**config.mk**
```make
export PLATFORM = sky130hd
export DESIGN_NAME = mvad_regs
export DESIGN_NICKNAME = d
export VERILOG_FILES = /design/src/rtl/mvad_pkg.sv /design/src/rtl/mvad_regs.sv
export SDC_FILE = /design/constraint.sdc
export NUM_CORES = 1
export LEC_CHECK = 0
export ABC_AREA = 1
export BUFFER_PORTS_ARGS = -buffer_cell sky130_fd_sc_hd__buf_2
export CORE_ASPECT_RATIO = 1.5
export CORE_MARGIN = 1.5
export CORE_UTILIZATION = 52
export DETAILED_ROUTE_END_ITERATION = 8
export HOLD_SLACK_MARGIN = 0.06
export PLACE_DENSITY = 0.95
export SYNTH_ARGS = -nofsm -noshare
export SYNTH_HDL_FRONTEND = slang
export SYNTH_SLANG_ARGS = --single-unit
export TNS_END_PERCENT = 10
```
**constraint.sdc**
```tcl
create_clock -name clk -period 2.39 [get_ports clk]
set_input_delay 0.1195 -clock clk [delete_from_list [all_inputs] [get_ports clk]]
set_output_delay 0.1195 -clock clk [all_outputs]
set_load 0.05 [all_outputs]
```
**src/rtl/mvad_pkg.sv**
```systemverilog
// Shared types, codes and helper functions for the masked voxel array decoder.
// Used by the register block, the cell walker and the top level.
package mvad_pkg;

    localparam int unsigned PALETTE_DEPTH_DEF = 256;
    localparam int unsigned EXIST_BYTES_DEF   = 4096;
    localparam int unsigned DIM_BITS_DEF      = 16;

    localparam int unsigned PADDR_W = 5;

    // Command codes of an input transfer.
    localparam logic [1:0] CMD_PAL   = 2'd0;
    localparam logic [1:0] CMD_EXIST = 2'd1;
    localparam logic [1:0] CMD_START = 2'd2;
    localparam logic [1:0] CMD_BYTE  = 2'd3;

    // Result status codes.
    localparam logic [1:0] ST_VOXEL = 2'd0;
    localparam logic [1:0] ST_DONE  = 2'd1;
    localparam logic [1:0] ST_RANGE = 2'd2;
    localparam logic [1:0] ST_CAP   = 2'd3;

    // Index width codes.
    localparam logic [1:0] IDX_DIRECT = 2'd0;
    localparam logic [1:0] IDX_8      = 2'd1;
    localparam logic [1:0] IDX_16     = 2'd2;
    localparam logic [1:0] IDX_32     = 2'd3;

    // Color format codes.
    localparam logic [1:0] FMT_RGB  = 2'd0;
    localparam logic [1:0] FMT_ARGB = 2'd1;
    localparam logic [1:0] FMT_GRAY = 2'd2;
    localparam logic [1:0] FMT_AG   = 2'd3;

    // Register indexes.
    localparam logic [2:0] REG_COLOR_FORMAT = 3'd0;
    localparam logic [2:0] REG_INDEX_WIDTH  = 3'd1;
    localparam logic [2:0] REG_PALETTE_SIZE = 3'd2;
    localparam logic [2:0] REG_EXIST_EN     = 3'd3;
    localparam logic [2:0] REG_SIZE_X       = 3'd4;
    localparam logic [2:0] REG_SIZE_Y       = 3'd5;
    localparam logic [2:0] REG_SIZE_Z       = 3'd6;

    typedef struct packed {
        logic [1:0]  color_format;
        logic [1:0]  index_width;
        logic [8:0]  palette_size;
        logic        existence_enabled;
        logic [16:0] size_x;
        logic [16:0] size_y;
        logic [16:0] size_z;
    } cfg_t;

    typedef struct packed {
        logic clear;
        logic step;
    } walk_cmd_t;

    function automatic logic [2:0] color_bytes(input logic [1:0] fmt);
        logic [2:0] n;
        case (fmt)
            FMT_RGB:  n = 3'd3;
            FMT_ARGB: n = 3'd4;
            FMT_GRAY: n = 3'd1;
            default:  n = 3'd2;
        endcase
        return n;
    endfunction

    function automatic logic [2:0] index_bytes(input logic [1:0] iw);
        logic [2:0] n;
        case (iw)
            IDX_8:   n = 3'd1;
            IDX_16:  n = 3'd2;
            IDX_32:  n = 3'd4;
            default: n = 3'd0;
        endcase
        return n;
    endfunction

    // Turns left-aligned color bytes into packed ARGB.
    function automatic logic [31:0] decode_color(input logic [31:0] w, input logic [1:0] fmt);
        logic [31:0] c;
        case (fmt)
            FMT_RGB:  c = {8'hFF, w[31:24], w[23:16], w[15:8]};
            FMT_ARGB: c = w;
            FMT_GRAY: c = {8'hFF, w[31:24], w[31:24], w[31:24]};
            default:  c = {w[31:24], w[23:16], w[23:16], w[23:16]};
        endcase
        return c;
    endfunction

endpackage

```
**src/rtl/mvad_regs.sv**
```systemverilog
// APB-style configuration registers of the decoder.
// Depends on mvad_pkg for the register indexes and the cfg_t struct.
module mvad_regs
(
    input  logic                         clk,
    input  logic                         rst_n,
    input  logic                         psel,
    input  logic                         penable,
    input  logic                         pwrite,
    input  logic [mvad_pkg::PADDR_W-1:0] paddr,
    input  logic [31:0]                  pwdata,
    output logic [31:0]                  prdata,
    output logic                         pready,
    output mvad_pkg::cfg_t               cfg
);

    mvad_pkg::cfg_t cfg_reg;
    logic           wr_en;
    logic [2:0]     idx;

    assign pready = 1'b1;
    assign wr_en  = psel && penable && pwrite;
    assign idx    = paddr[4:2];
    assign cfg    = cfg_reg;

    always_ff @(posedge clk or negedge rst_n)
    begin
        if (!rst_n)
        begin
            cfg_reg.color_format      <= mvad_pkg::FMT_RGB;
            cfg_reg.index_width       <= mvad_pkg::IDX_DIRECT;
            cfg_reg.palette_size      <= 9'd1;
            cfg_reg.existence_enabled <= 1'b0;
            cfg_reg.size_x            <= 17'd1;
            cfg_reg.size_y            <= 17'd1;
            cfg_reg.size_z            <= 17'd1;
        end
        else if (wr_en)
        begin
            unique case (idx)
                mvad_pkg::REG_COLOR_FORMAT: cfg_reg.color_format      <= pwdata[1:0];
                mvad_pkg::REG_INDEX_WIDTH:  cfg_reg.index_width       <= pwdata[1:0];
                mvad_pkg::REG_PALETTE_SIZE: cfg_reg.palette_size      <= pwdata[8:0];
                mvad_pkg::REG_EXIST_EN:     cfg_reg.existence_enabled <= pwdata[0];
                mvad_pkg::REG_SIZE_X:       cfg_reg.size_x            <= pwdata[16:0];
                mvad_pkg::REG_SIZE_Y:       cfg_reg.size_y            <= pwdata[16:0];
                mvad_pkg::REG_SIZE_Z:       cfg_reg.size_z            <= pwdata[16:0];
                default: ;
            endcase
        end
    end

    always_comb
    begin
        unique case (idx)
            mvad_pkg::REG_COLOR_FORMAT: prdata = {30'd0, cfg_reg.color_format};
            mvad_pkg::REG_INDEX_WIDTH:  prdata = {30'd0, cfg_reg.index_width};
            mvad_pkg::REG_PALETTE_SIZE: prdata = {23'd0, cfg_reg.palette_size};
            mvad_pkg::REG_EXIST_EN:     prdata = {31'd0, cfg_reg.existence_enabled};
            mvad_pkg::REG_SIZE_X:       prdata = {15'd0, cfg_reg.size_x};
            mvad_pkg::REG_SIZE_Y:       prdata = {15'd0, cfg_reg.size_y};
            mvad_pkg::REG_SIZE_Z:       prdata = {15'd0, cfg_reg.size_z};
            default:                    prdata = 32'd0;
        endcase
    end

endmodule

```
==> results.md <==
- WS Path Type: in2out
- Non-Filler Instances: 634
- Flops & latches, synth: 65
- DR iter-0 viols: 296
- Placed inst area: 3860 um^2
- Crit-path max FO: 26
- Largest net degree at the start of global routing: 38
- Area growth, synth to finish: 26.6%
- Number of synthesized flops with an enable pin: 0
- Cell area after synthesis: 3390 um^2
- Fraction of layout cells with a size suffix above 1: 0.263
- Power per cell area: 989 nW/um^2
- RR Endpoint: cfg[52]
- Syn Inst Count: 438
- Core ar.: 6220 um^2
- Input/output buffers: 106
- Clock Path Buffers: 2
- Worst VDD drop: 0.000583 V
- Antenna Cells: 0
- Critical Path Start Type: input port
- Final GP Congestion: 0.876
- Total congestion overflow: 0
- Resized Gates After CTS: 0
- RSZ-0062 raised after global routing: no
- TNS Setup: 0 ns
- Post-synth top flop: dfrtp_1
- Initial antenna violation count: 0
- Netlist cell types: 24
- DR pass1 iterations: 6
- Rows: 35
- # DRC: 0
- Clk root buf: clkbuf_8
- Crit path DAT: 1.71 ns
- Die Y: 102 um
- Seq/Total Area, Yosys: 0.481
- Drt total wl: 9610 um
- Maxcap violations: 0
- Relative slew margins: 0.598
- Post-synthesis async set-or-reset flop share: 1.00
- Vias in the first global route: 3247
- Most used cell, CP: buf_2
- Max reg flops: 65
- Critical Path End Type: output pin
- First-pass GRT wire length: 15300 um
- GRT Util Overall: 0.296
- Ys Warns: 0
- Total Nets Final: 597
- Routed wire length per instance: 15.2 um
- Drt via density: 5.42
- Routed Antenna Nets: 0
- Worst Max-Slew Pin Slew: 0.601 ns
- Met1 Routed Length: 3500 um
- Die Width: 68.9 um
- Fmax: 545 MHz
- Initial Util: 0.545
- Worst Hold Class: in2async
- H-tree depth: 3
- CTS Buf Count: 9
- Worst Reg2Reg Path Length in Cells: 2
- Slowest cell on crit path: buf_2
- Final-report setup violation count: 0
- Clock-pin slew on the worst setup and hold paths: 0.07 ns
- Full die area: 7020 um^2
- Synthesized area per cell: 7.74 um^2
- Routed length on met2: 5120 um
- Critical Path RT: 2.27 ns
- TritonCTS clock tree: yes
- IO Count: 140
- Final Hold Viols: 0
- Clk_lat worst skew: 0.35 ns
- Top routing layer in use: met4
- Minimum clock period: 1.83 ns
- Slowest stage delay, CP: 0.47 ns
- Crit-path cells: buf_2, nand3_4, inv_1, nand2_1, nand3_1, buf_2
- Fin. max-slew vios: 0
- Post-route cell area: 4290 um^2
- Post-CTS Setup Repair Bufs: 0
- Setup Skew: 0 ns
- Reg2Reg Setup Slack: 1.63 ns
- Detailed placer's ending HPWL: 6530 um
- Cells after DPL: 600
- Number of clock sinks: 65
- Outcome: finished clean
- Leak pwr: 0.00240 uW
- CTS Hold Bufs: 18
- Met3 wire length: 770 um
- Via count: 3439
- FF-to-FF Start: cfg[52]
- Final critical-path share of the clock period: 0.767
[layout make-up]
cell class	instances	area, um^2
multi-input combinational	317	1440
tap	74	92.6
inverter	32	120
sequential	65	1630
fill	508	1930
clock buffer	10	138
timing repair buffer	130	756
clock inverter	6	114
[layer usage]
metal,vias to the layer above,GRT usage
met5,-,0
met4,0,0.139
met3,29,0.0595
met2,207,0.518
met1,1601,0.338
li1,1602,-
[Yosys cell counts, types with 3 or more instances]
cell type / count / area share
buf_2: 6 / 0.0089
buf_4: 20 / 0.044
buf_6: 4 / 0.013
clkbuf_1: 6 / 0.0066
dfrtp_1: 61 / 0.45
dfstp_2: 4 / 0.031
inv_1: 29 / 0.032
nand2_1: 177 / 0.20
nand3_1: 30 / 0.044
nand4_1: 14 / 0.026
nor2_1: 6 / 0.0066
nor2_4: 4 / 0.013
o21ai_0: 57 / 0.084
o21ai_1: 4 / 0.0059
o21ai_2: 3 / 0.0078
[cells in the final DEF, fill, tap and decap left out]
master         count
o21ai_2            3
inv_6              1
dfstp_2            4
o21ai_1            4
nand2_4            1
bufinv_16          3
o21ai_0           57
nand4_1           14
dfrtp_1           61
clkinv_1           1
dlygate4sd3_1     18
nor2_2             1
buf_2            106
clkinvlp_4         2
nand3_4            2
nor2_1             6
nand3_1           29
nand2_1          177
inv_2              2
nor2_4             4
inv_1             29
clkbuf_8          10
nand3_2            1
conb_1            16
nor3_4             1
buf_4              6
nor3_1             1
[worst max path at each step]
| stage | from | endpoint | slack, ns | depth (start not counted) |
|---|---|---|---|---|
| global placement | paddr[3] | cfg[53] | 0.59 | 6 |
| detailed placement | paddr[3] | cfg[56] | 0.54 | 6 |
| CTS | paddr[4] | prdata[10] | 0.60 | 6 |
| floorplan | cfg[23] | prdata[6] | 0.99 | 4 |
| global route | paddr[3] | prdata[7] | 0.43 | 8 |
| finish | paddr[4] | prdata[10] | 0.56 | 6 |
[power breakdown]
group          leakage (uW)  switching (uW)  total, uW  internal [uW]
clock network      0.000119             438       1160            724
registers          0.000821             173       1490           1320
logic               0.00146            1280       1590            312
total               0.00240            1890       4250           2360
[critical path: cells and delay by family]
kind / cells / cell delay, ns
buffers and inverters: 3 / 1.03
and+or+nand+nor: 3 / 0.54
[per-stage QoR]
step                      power [uW]  setup slack, ns  hold WS (ns)   util
after global placement          3030            0.593       -0.0298  0.621
after floorplan                 2680            0.992        -0.176      -
after CTS                       4240            0.597         0.139  0.690
after detailed placement        3060            0.540       -0.0258  0.621
after global routing            4410            0.427         0.184  0.690
final                           4250            0.556         0.141  0.690
[logic make-up after synthesis]
group           Yosys count  synth area share
simple gates            237             0.308
flops                    65             0.481
other cells               2           0.00222
buf+inv                  70             0.111
compound gates           64            0.0978
(Power assumes the default switching activity.)
