[config.mk]
export PLATFORM = sky130hd
export DESIGN_NAME = mvad_walker
export DESIGN_NICKNAME = d
export VERILOG_FILES = /design/src/rtl/mvad_pkg.sv /design/src/rtl/mvad_walker.sv
export SDC_FILE = /design/constraint.sdc
export NUM_CORES = 1
export LEC_CHECK = 0
export BUFFER_PORTS_ARGS = -buffer_cell sky130_fd_sc_hd__clkbuf_2
export CAP_MARGIN = 10
export CORE_UTILIZATION = 50
export DETAILED_ROUTE_END_ITERATION = 12
export PLACE_DENSITY = 0.78
export SLEW_MARGIN = 10
export SYNTH_ARGS = -nofsm -noshare
export SYNTH_HDL_FRONTEND = slang
export SYNTH_SLANG_ARGS = --single-unit
[constraint.sdc]
create_clock -name clk -period 7 [get_ports clk]
set_input_delay 1.4 -clock clk [delete_from_list [all_inputs] [get_ports clk]]
set_output_delay 1.4 -clock clk [all_outputs]
set_load 0.05 [all_outputs]
[src/rtl/mvad_pkg.sv]
// Shared types, codes and helper functions for the masked voxel array decoder.
// Used by the register block, the cell walker and the top level.
package mvad_pkg;

    localparam int unsigned PALETTE_DEPTH_DEF = 256;
    localparam int unsigned EXIST_BYTES_DEF   = 4096;
    localparam int unsigned DIM_BITS_DEF      = 16;

    localparam int unsigned PADDR_W = 5;

    // Command codes of an input transfer.
    localparam logic [1:0] CMD_PAL   = 2'd0;
    localparam logic [1:0] CMD_EXIST = 2'd1;
    localparam logic [1:0] CMD_START = 2'd2;
    localparam logic [1:0] CMD_BYTE  = 2'd3;

    // Result status codes.
    localparam logic [1:0] ST_VOXEL = 2'd0;
    localparam logic [1:0] ST_DONE  = 2'd1;
    localparam logic [1:0] ST_RANGE = 2'd2;
    localparam logic [1:0] ST_CAP   = 2'd3;

    // Index width codes.
    localparam logic [1:0] IDX_DIRECT = 2'd0;
    localparam logic [1:0] IDX_8      = 2'd1;
    localparam logic [1:0] IDX_16     = 2'd2;
    localparam logic [1:0] IDX_32     = 2'd3;

    // Color format codes.
    localparam logic [1:0] FMT_RGB  = 2'd0;
    localparam logic [1:0] FMT_ARGB = 2'd1;
    localparam logic [1:0] FMT_GRAY = 2'd2;
    localparam logic [1:0] FMT_AG   = 2'd3;

    // Register indexes.
    localparam logic [2:0] REG_COLOR_FORMAT = 3'd0;
    localparam logic [2:0] REG_INDEX_WIDTH  = 3'd1;
    localparam logic [2:0] REG_PALETTE_SIZE = 3'd2;
    localparam logic [2:0] REG_EXIST_EN     = 3'd3;
    localparam logic [2:0] REG_SIZE_X       = 3'd4;
    localparam logic [2:0] REG_SIZE_Y       = 3'd5;
    localparam logic [2:0] REG_SIZE_Z       = 3'd6;

    typedef struct packed {
        logic [1:0]  color_format;
        logic [1:0]  index_width;
        logic [8:0]  palette_size;
        logic        existence_enabled;
        logic [16:0] size_x;
        logic [16:0] size_y;
        logic [16:0] size_z;
    } cfg_t;

    typedef struct packed {
        logic clear;
        logic step;
    } walk_cmd_t;

    function automatic logic [2:0] color_bytes(input logic [1:0] fmt);
        logic [2:0] n;
        case (fmt)
            FMT_RGB:  n = 3'd3;
            FMT_ARGB: n = 3'd4;
            FMT_GRAY: n = 3'd1;
            default:  n = 3'd2;
        endcase
        return n;
    endfunction

    function automatic logic [2:0] index_bytes(input logic [1:0] iw);
        logic [2:0] n;
        case (iw)
            IDX_8:   n = 3'd1;
            IDX_16:  n = 3'd2;
            IDX_32:  n = 3'd4;
            default: n = 3'd0;
        endcase
        return n;
    endfunction

    // Turns left-aligned color bytes into packed ARGB.
    function automatic logic [31:0] decode_color(input logic [31:0] w, input logic [1:0] fmt);
        logic [31:0] c;
        case (fmt)
            FMT_RGB:  c = {8'hFF, w[31:24], w[23:16], w[15:8]};
            FMT_ARGB: c = w;
            FMT_GRAY: c = {8'hFF, w[31:24], w[31:24], w[31:24]};
            default:  c = {w[31:24], w[23:16], w[23:16], w[23:16]};
        endcase
        return c;
    endfunction

endpackage

[src/rtl/mvad_walker.sv]
// Cell walker: the shared step unit that moves x, y, z and the bitmap cell index.
// Depends on mvad_pkg for the walk_cmd_t struct.
module mvad_walker
#(
    parameter int unsigned DIM_BITS    = mvad_pkg::DIM_BITS_DEF,
    parameter int unsigned EXIST_BYTES = mvad_pkg::EXIST_BYTES_DEF
)
(
    input  logic                          clk,
    input  logic                          rst_n,
    input  mvad_pkg::walk_cmd_t           cmd,
    input  logic [16:0]                   size_x,
    input  logic [16:0]                   size_y,
    input  logic [16:0]                   size_z,
    output logic [DIM_BITS-1:0]           local_x,
    output logic [DIM_BITS-1:0]           local_y,
    output logic [DIM_BITS-1:0]           local_z,
    output logic [$clog2(EXIST_BYTES*8):0] cell_index,
    output logic                          adv_ok,
    output logic                          is_final
);

    localparam int unsigned EW  = DIM_BITS + 1;
    localparam int unsigned CIW = $clog2(EXIST_BYTES*8) + 1;
    localparam logic [CIW-1:0] CAP = CIW'(EXIST_BYTES*8);

    logic [DIM_BITS-1:0] x_reg, y_reg, z_reg;
    logic [CIW-1:0]      ci_reg;
    logic [EW-1:0]       ext_x, ext_y, ext_z;
    logic [EW-1:0]       x1, y1, z1;
    logic                wrap_x, wrap_y;

    // A size of zero acts as one; sizes beyond the coordinate range clamp.
    function automatic logic [EW-1:0] extent(input logic [16:0] s);
        logic [33:0] lim;
        logic [33:0] v;
        lim = 34'd1 << DIM_BITS;
        v   = {17'd0, s};
        if (v == 34'd0)
        begin
            v = 34'd1;
        end
        if (v > lim)
        begin
            v = lim;
        end
        return v[EW-1:0];
    endfunction

    assign ext_x = extent(size_x);
    assign ext_y = extent(size_y);
    assign ext_z = extent(size_z);
    assign x1    = {1'b0, x_reg} + 1'b1;
    assign y1    = {1'b0, y_reg} + 1'b1;
    assign z1    = {1'b0, z_reg} + 1'b1;
    assign wrap_x = x1 >= ext_x;
    assign wrap_y = y1 >= ext_y;

    assign adv_ok   = !(wrap_x && wrap_y && (z1 >= ext_z));
    assign is_final = (x1 == ext_x) && (y1 == ext_y) && (z1 == ext_z);

    assign local_x    = x_reg;
    assign local_y    = y_reg;
    assign local_z    = z_reg;
    assign cell_index = ci_reg;

    always_ff @(posedge clk or negedge rst_n)
    begin
        if (!rst_n)
        begin
            x_reg  <= '0;
            y_reg  <= '0;
            z_reg  <= '0;
            ci_reg <= '0;
        end
        else if (cmd.clear)
        begin
            x_reg  <= '0;
            y_reg  <= '0;
            z_reg  <= '0;
            ci_reg <= '0;
        end
        else if (cmd.step)
        begin
            // The index only needs to tell cells past the bitmap apart.
            if (ci_reg < CAP)
            begin
                ci_reg <= ci_reg + 1'b1;
            end
            if (!wrap_x)
            begin
                x_reg <= x1[DIM_BITS-1:0];
            end
            else
            begin
                x_reg <= '0;
                if (!wrap_y)
                begin
                    y_reg <= y1[DIM_BITS-1:0];
                end
                else
                begin
                    y_reg <= '0;
                    z_reg <= z1[DIM_BITS-1:0];
                end
            end
        end
    end

endmodule

==> results of run 1 <==
## per-layer routing
metal | track usage (%) | share of wire, %
met1 | 32.4 | 45
met2 | 43.1 | 49
met3 | 4.08 | 5.0
met4 | 6.04 | 1.1
met5 | 0 | 0
## power breakdown
| part | internal (mW) | total [mW] | switching [mW] |
|---|---|---|---|
| Sequential | 0.374 | 0.383 | 0.00858 |
| Clock | 0.168 | 0.333 | 0.165 |
| Combinational | 0.0440 | 0.133 | 0.0885 |
| Total | 0.586 | 0.849 | 0.262 |
## worst paths after layout
| kind | startpoint | end | slack (ns) | cells after the start |
|---|---|---|---|---|
| setup / recovery | local_y[0]$_DFFE_PN0P_ | adv_ok | 1.26 | 12 |
| hold / removal | local_x[14]$_DFFE_PN0P_ | local_x[14]$_DFFE_PN0P_ | 0.56 | 1 |
| setup reg to reg | local_y[0]$_DFFE_PN0P_ | local_y[14]$_DFFE_PN0P_ | 2.42 | 13 |
| hold reg to reg | local_x[14]$_DFFE_PN0P_ | local_x[14]$_DFFE_PN0P_ | 0.56 | 1 |
| max in group asynchronous | rst_n | cell_index[13]$_DFFE_PN0P_ | 5.20 | 2 |
| min in group asynchronous | rst_n | local_x[15]$_DFFE_PN0P_ | 1.24 | 2 |
## logic make-up (layout without fill, tap and decap cells)
| logic type | after synthesis | count (layout) | synth area share [%] |
|---|---|---|---|
| AO/OA/AOI/OAI | 127 | 127 | 16.5 |
| XOR/XNOR | 55 | 55 | 9.02 |
| adder cells (fa/ha/maj) | 55 | 55 | 12.9 |
| buffers and inverters | 48 | 164 | 3.82 |
| flip-flops | 64 | 64 | 30.0 |
| multiplexers | 5 | 5 | 0.961 |
| AND/OR/NAND/NOR | 267 | 267 | 26.8 |
## registers in the layout, indices dropped and copies added, names as in the netlist
register,cells
local_x,16
local_z,16
cell_index,16
local_y,16
## placed cells by master (no fill, tap or decap), types with 5 or more instances in the layout
cell / count
o31ai_1: 14
nor4_1: 14
inv_1: 23
xnor2_1: 30
nand2_1: 92
nor2_1: 33
o21ai_0: 13
or4_1: 14
a22o_1: 7
nand3_1: 32
clkbuf_8: 9
and3_1: 10
a21oi_1: 44
dfrtp_1: 64
ha_1: 55
o2bb2ai_1: 5
xor2_1: 25
nor3_1: 11
nand4_1: 23
clkbuf_2: 120
a21o_1: 11
## layout make-up
class / count / area, um2
Fill cell: 906 / 4070
Timing Repair Buffer: 125 / 642
Clock buffer: 9 / 124
Multi-Input combinational cell: 509 / 3550
Inverter: 23 / 86.3
Sequential cell: 64 / 1600
Tap cell: 136 / 170
Clock inverter: 7 / 77.6
## per-stage QoR
step           hold slack [ns]  utilization, %  power (mW)
2_1_floorplan            0.802               -       0.469
3_3_place_gp             0.530            58.5       0.515
3_5_place_dp             0.549            58.5       0.520
4_1_cts                  0.563            60.4       0.853
5_1_grt                  0.584            60.5       0.883
6_report                 0.561            60.5       0.849
==> results.ini, run 1 <==
[critical_path]
cp.arrival_ns = 4.34
critPathRequiredTime_ns = 5.60
cpMaxStageDelayCell = or4_1
cp_common_cell = ha_1
critPathTopFamily = simple AND/OR/NAND/NOR gates
critPathMaxStageDelay_ns = 0.64
cp_max_fo = 7
end_kind = output port
startpoint_type = register
cp_cell_sequence = ha_1 > nand3_1 > or4_1 > or2_2 > xnor2_1 > ha_1 > nand4_2 > nor4_2 > a21boi_4 > nor2_2 > a311o_1 > clkbuf_2
worstSetupPathType = register to output port
worstPathBufferInverterCount = 1

[detailed_routing]
vias = 5207
dr.first_iter.drc_count = 346
drcViolationCount = 0
post_drt_wl_per_cell_um = 15.7
via_per_inst = 5.96
wl_um = 13700
dr.pass1.iters = 5
antenna_left = 0

[place]
place_inst = 856
dp_hpwl_um = 10400
gp_congestion = 0.905
portBuffers = 120
place_ws_ns = 1.26
post_dp_cell_area_mm2 = 0.00604

[clocking]
ctsResizeCount = 0
htreeDepth = 3
cts-root-buf = clkbuf_8
clk_path_buf_depth = 2
cts_tree = built
hold_buffers = 0
post_cts_buffers = 0
cts.clk_slew.worst_paths_ns = 0.08
clk_latency_ns = 0.35
cts_buffers = 9
cts.sinks = 64

[global_routing]
overflow = 0
grt_pass1_vias = 4844
track_usage_pct = 25.0
grt_antenna_before_repair = 0
grt_pass1_wl_um = 22500
grt_max_degree = 65

[job]
drv_cap = 0

[final_layout]
drive_above_1_share_pct = 22.0
antenna_cells = 0
stdcell_count = 873
final_cell_area_mm2 = 0.00625
finalNetCount = 842
area_growth_pct = 17.0

[hold_path]
hold_class = register to register

[synthesis]
synth-main-ff-cell = dfrtp_1
synth_top_area_share_pct = 30.0
synth_area_leaders = dfrtp_1 30%, ha_1 13%, nand2_1 6.5%
yosys_warnings = 0
synth_fp_nets = 731
synth_edf_count = 0
async_reset_ff_share_pct = 100
synth_top_area_cell = dfrtp_1
synth.distinct_cells = 65
syn-instance-count = 621
yosysMostFrequentCell = nand2_1
ys_top_cells_by_count = 92 x nand2_1, 64 x dfrtp_1, 55 x ha_1
synth-seq-cells = 64
yosysSeqAreaShare_pct = 30.0
synth_area_mm2 = 0.00534
syn_avg_cell_area_um2 = 8.60

[floorplanning]
die_h_um = 105
die_w_um = 105
initial_core_util_pct = 51.7
dieArea_mm2 = 0.0111
pin_count = 121
row_count = 37
fp.coreArea_mm2 = 0.0103

[status]
status = finished, final reports clean

[pwr]
power_density_mw_per_mm2 = 136
p_leak_nw = 3.01
irDropWorstVdd_uv = 106

[timing]
maxSlewHeadroom_pct = 36.0
finalSetupViolCount = 0
slew_violations = 0
worstMarginPinSlew_ns = 0.957
layout_min_cycle_time_ns = 5.74
fmax_mhz = 174
finClkSkew_ns = 0.0186
hold_violations = 0
fin_ws_ns = 1.26
period_share_pct = 81.9
setup_tns_ns = 0
rsz0062_at_grt = false

Power figures use the tool's default switching activity.
==> inputs of run 2 (changes only) <==
==> constraint.sdc (replaced) <==
create_clock -name clk -period 5.85 [get_ports clk]
set_input_delay 1.17 -clock clk [delete_from_list [all_inputs] [get_ports clk]]
set_output_delay 1.17 -clock clk [all_outputs]
set_load 0.05 [all_outputs]
==> results.ini, run 2 (synthesis gave the netlist of run 1 again) <==
[status]
status = finished, final reports clean

[timing]
slew_violations = 0
layout_min_cycle_time_ns = 5.46
finalSetupViolCount = 0
setup_tns_ns = 0
hold_violations = 0
period_share_pct = 93.3
rsz0062_at_grt = false
finClkSkew_ns = 0.0174
worstMarginPinSlew_ns = 0.919
maxSlewHeadroom_pct = 38.5
fmax_mhz = 183

[detailed_routing]
via_per_inst = 5.92
post_drt_wl_per_cell_um = 15.8
drcViolationCount = 0
antenna_left = 0
dr.pass1.iters = 5
vias = 5174
dr.first_iter.drc_count = 307
wl_um = 13800

[critical_path]
worstReg2RegStart = local_y[0]$_DFFE_PN0P_
reg2reg_slack_ns = 1.26
reg2reg_depth = 13
cp.arrival_ns = 4.29
startpoint_type = register
worstSetupPathType = register to output port
critPathRequiredTime_ns = 4.68
r2r_end = local_y[14]$_DFFE_PN0P_
end_kind = output port
cp_max_fo = 7

[clocking]
ctsResizeCount = 0
post_cts_buffers = 0
cts_buffers = 9
clk_path_buf_depth = 2
clk_latency_ns = 0.35
cts-root-buf = clkbuf_8
htreeDepth = 3
cts_tree = built
cts.clk_slew.worst_paths_ns = 0.07
cts.sinks = 64
hold_buffers = 0

[floorplanning]
dieArea_mm2 = 0.0111
row_count = 37
die_h_um = 105
die_w_um = 105
initial_core_util_pct = 51.7
pin_count = 121
fp.coreArea_mm2 = 0.0103

[place]
place_inst = 858
gp_congestion = 0.933
portBuffers = 120
dp_hpwl_um = 10500

[global_routing]
grt_pass1_wl_um = 23100
grt_use_met2_pct = 43.5
overflow = 0
grt_antenna_before_repair = 0
top_usage_layer = met2
gr-usage-met3_pct = 3.96
track_usage_pct = 25.5
grt_pass1_vias = 5006
grtUsageMet1_pct = 33.4
grt_max_degree = 65

[hold_path]
hold_class = register to register
hp-start = local_x[14]$_DFFE_PN0P_
min_path_cells = 1
min_to = local_x[14]$_DFFE_PN0P_

[pwr]
irDropWorstVdd_uv = 115
p_leak_nw = 3.01
power_density_mw_per_mm2 = 155

[final_layout]
drive_above_1_share_pct = 22.1
finalNetCount = 843
final_common_cell = clkbuf_2
area_growth_pct = 16.7
antenna_cells = 0
stdcell_count = 874
layout_common_cells = 120 x clkbuf_2, 92 x nand2_1, 64 x dfrtp_1, 55 x ha_1, 44 x a21oi_1

[job]
drv_cap = 0

run 2: changes by cell type in the layout (fill, tap and decap cells not counted):
| cell | before | now |
|---|---|---|
| buf_4 | 4 | 6 |
| buf_6 | 1 | 0 |
| bufinv_16 | 1 | 0 |
| clkbuf_8 | 9 | 10 |
| clkinv_2 | 1 | 2 |
| clkinv_4 | 1 | 2 |
| inv_6 | 3 | 1 |
run 2: how the worst max path moves through the flow:
stage,startpoint,to,slack [ns],depth (start not counted)
floorplan,local_y[0]$_DFFE_PN0P_,is_final,0.12,10
global placement,size_y[11],adv_ok,0.70,12
detailed placement,size_y[11],adv_ok,0.66,12
CTS,local_y[0]$_DFFE_PN0P_,adv_ok,0.40,12
global route,local_y[0]$_DFFE_PN0P_,adv_ok,0.20,12
finish,local_y[0]$_DFFE_PN0P_,adv_ok,0.39,12
run 2: cell type report:
class | count | area, um2
clock inverters | 6 | 43.8
multi-input cells | 509 | 3550
flip-flops and latches | 64 | 1600
well taps | 136 | 170
fillers | 929 | 4090
repair buffers | 126 | 646
inverters | 23 | 86.3
clock buffers | 10 | 138
run 2: per-stage QoR:
stage	hold WS (ns)	total power [mW]	util [%]	area, um2	setup slack, ns
final	0.549	0.967	60.4	6230	0.392
after floorplan	0.802	0.562	-	5340	0.117
after global placement	0.530	0.618	58.6	6050	0.697
after detailed placement	0.543	0.624	58.6	6050	0.659
after CTS	0.555	0.980	60.4	6230	0.400
after global routing	0.564	1.01	60.4	6230	0.202
run 2: metal layers:
layer | vias up | share of wire (%)
met2 | 168 | 49
met4 | 0 | 1.5
li1 | 2515 | -
met5 | - | 0
met3 | 20 | 5.5
met1 | 2471 | 44
run 2: critical path, cell delays in order, from the launching register on:
cell and delay (ns):
dfrtp_1 0.48, ha_1 0.30, nand3_1 0.21, or4_1 0.63, or2_2 0.36, xnor2_1 0.14, ha_1 0.32, nand4_2 0.14
nor4_2 0.41, a21boi_4 0.31, nor2_2 0.08, a311o_1 0.32, clkbuf_2 0.24
run 2: where the power goes:
group | internal (mW) | switching, mW
Sequential | 0.448 | 0.0103
Clock | 0.167 | 0.184
Combinational | 0.0527 | 0.106
Total | 0.667 | 0.300
==> inputs of run 3 (changes only) <==
--- a/config.mk
+++ b/config.mk
@@ -9,7 +9,9 @@
 export CAP_MARGIN = 10
 export CORE_UTILIZATION = 50
 export DETAILED_ROUTE_END_ITERATION = 12
+export MAX_ROUTING_LAYER = met4
 export PLACE_DENSITY = 0.78
+export SETUP_SLACK_MARGIN = 0.4
 export SLEW_MARGIN = 10
 export SYNTH_ARGS = -nofsm -noshare
 export SYNTH_HDL_FRONTEND = slang
==> results.ini, run 3 (synthesis gave the netlist of run 1 again) <==
[timing]
fmax_mhz = 191
hold_violations = 0
period_share_pct = 89.5
finalSetupViolCount = 0
setup_tns_ns = 0
slew_violations = 0
maxSlewHeadroom_pct = 39.4
fin_ws_ns = 0.612
worstMarginPinSlew_ns = 0.905
layout_min_cycle_time_ns = 5.24
finClkSkew_ns = 0.0162
rsz0062_at_grt = false

[clocking]
cts.clk_slew.worst_paths_ns = 0.07
cts.sinks = 64
clk_path_buf_depth = 2
cts_tree = built
clk_latency_ns = 0.35
ctsResizeCount = 0
htreeDepth = 3
cts-root-buf = clkbuf_8
hold_buffers = 0
cts_buffers = 9
post_cts_buffers = 0

[critical_path]
cp.arrival_ns = 4.07
cp_cell_sequence = ha_2 > nand3_1 > or4_1 > or2_2 > xnor2_1 > ha_1 > nand4_2 > nor4_2 > a21boi_4 > nor2_2 > a311o_1 > clkbuf_2
end_kind = output port
reg2reg_depth = 13
worstSetupPathType = register to output port
cpMaxStageDelayCell = or4_1
startpoint_type = register
critPathRequiredTime_ns = 4.68
critPathMaxStageDelay_ns = 0.62
cp_max_fo = 7

[pwr]
p_leak_nw = 3.00
switching_share_pct = 30.5
intPower_uw = 697
seqPwrFrac_pct = 45.7
finalPower_mw = 1.00
p_sw_uw = 306
power_density_mw_per_mm2 = 161
clkPwrFrac_pct = 38.2
p_comb_share_pct = 16.1
irDropWorstVdd_uv = 132

[detailed_routing]
wl_um = 14600
drcViolationCount = 0
dr.first_iter.drc_count = 277
post_drt_wl_per_cell_um = 16.8
via_per_inst = 6.02
dr.pass1.iters = 5
vias = 5253
antenna_left = 0

[floorplanning]
row_count = 37
fp.coreArea_mm2 = 0.0103
initial_core_util_pct = 51.7
die_h_um = 105
pin_count = 121
die_w_um = 105
dieArea_mm2 = 0.0111

[status]
status = finished, final reports clean

[place]
place_ws_ns = 0.729
portBuffers = 120
place_inst = 858
gp_congestion = 0.932
post_dp_cell_area_mm2 = 0.00606
dp_hpwl_um = 11000

[global_routing]
grt_pass1_vias = 5112
track_usage_pct = 28.1
grt_antenna_before_repair = 0
grt_pass1_wl_um = 24200
overflow = 0
grt_max_degree = 65

[hold_path]
min_path_cells = 1
hold_class = register to register

[final_layout]
antenna_cells = 0
layout_common_cells = 119 x clkbuf_2, 92 x nand2_1, 63 x dfrtp_1, 54 x ha_1, 44 x a21oi_1
drive_above_1_share_pct = 22.3
area_growth_pct = 17.0
final_common_cell = clkbuf_2
final_cell_area_mm2 = 0.00625
finalNetCount = 843
stdcell_count = 873

[job]
drv_cap = 0

[run 3: per-layer routing]
metal | up-vias | global-route usage [%] | wire [um]
li1 | 2513 | - | -
met1 | 2498 | 34.0 | 6390
met2 | 202 | 45.8 | 7000
met3 | 40 | 4.70 | 778
met4 | 0 | 12.8 | 480
met5 | - | - | 0
[run 3: layout make-up]
type | instances | area, um2
fill | 890 | 4080
multi-input combinational | 509 | 3560
sequential | 64 | 1600
timing repair buffer | 126 | 646
tap | 136 | 170
clock buffer | 10 | 128
inverter | 23 | 86.3
clock inverter | 5 | 57.6
[run 3: path summary, 6_finish.rpt]
path,from,to,slack (ns)
worst max register to register,local_y[0]$_DFFE_PN0P_,local_y[14]$_DFFE_PN0P_,1.54
worst min-delay path,local_x[14]$_DFFE_PN0P_,local_x[14]$_DFFE_PN0P_,0.55
worst max-delay path,local_y[0]$_DFFE_PN0P_,adv_ok,0.61
max in group asynchronous,rst_n,local_y[0]$_DFFE_PN0P_,4.23
worst min register to register,local_x[14]$_DFFE_PN0P_,local_x[14]$_DFFE_PN0P_,0.55
min in group asynchronous,rst_n,local_z[7]$_DFFE_PN0P_,1.00
[run 3: worst max-delay path, delay by kind of cell, from the launching register on]
family | cells | cell delay [ns]
AOI/OAI and AO/OA | 2 | 0.65
xor gates and xnor gates | 1 | 0.14
adders and majority gates | 2 | 0.55
buffers and inverters | 1 | 0.25
DFF | 1 | 0.44
and+or+nand+nor | 6 | 1.70
[run 3: metrics by stage]
| step | hold WS, ns | utilization, % |
|---|---|---|
| global route | 0.571 | 60.5 |
| CTS | 0.551 | 60.5 |
| finish | 0.551 | 60.5 |
| global placement | 0.528 | 58.7 |
| floorplan | 0.802 | - |
| detailed placement | 0.540 | 58.7 |
[run 3: power groups by stage]
stage	Sequential (mW)	Clock, mW	Combinational (mW)
after floorplan	0.484	0	0.0773
after global placement	0.466	0	0.153
after detailed placement	0.466	0	0.160
after CTS	0.458	0.390	0.162
after global routing	0.459	0.406	0.180
final	0.458	0.383	0.162
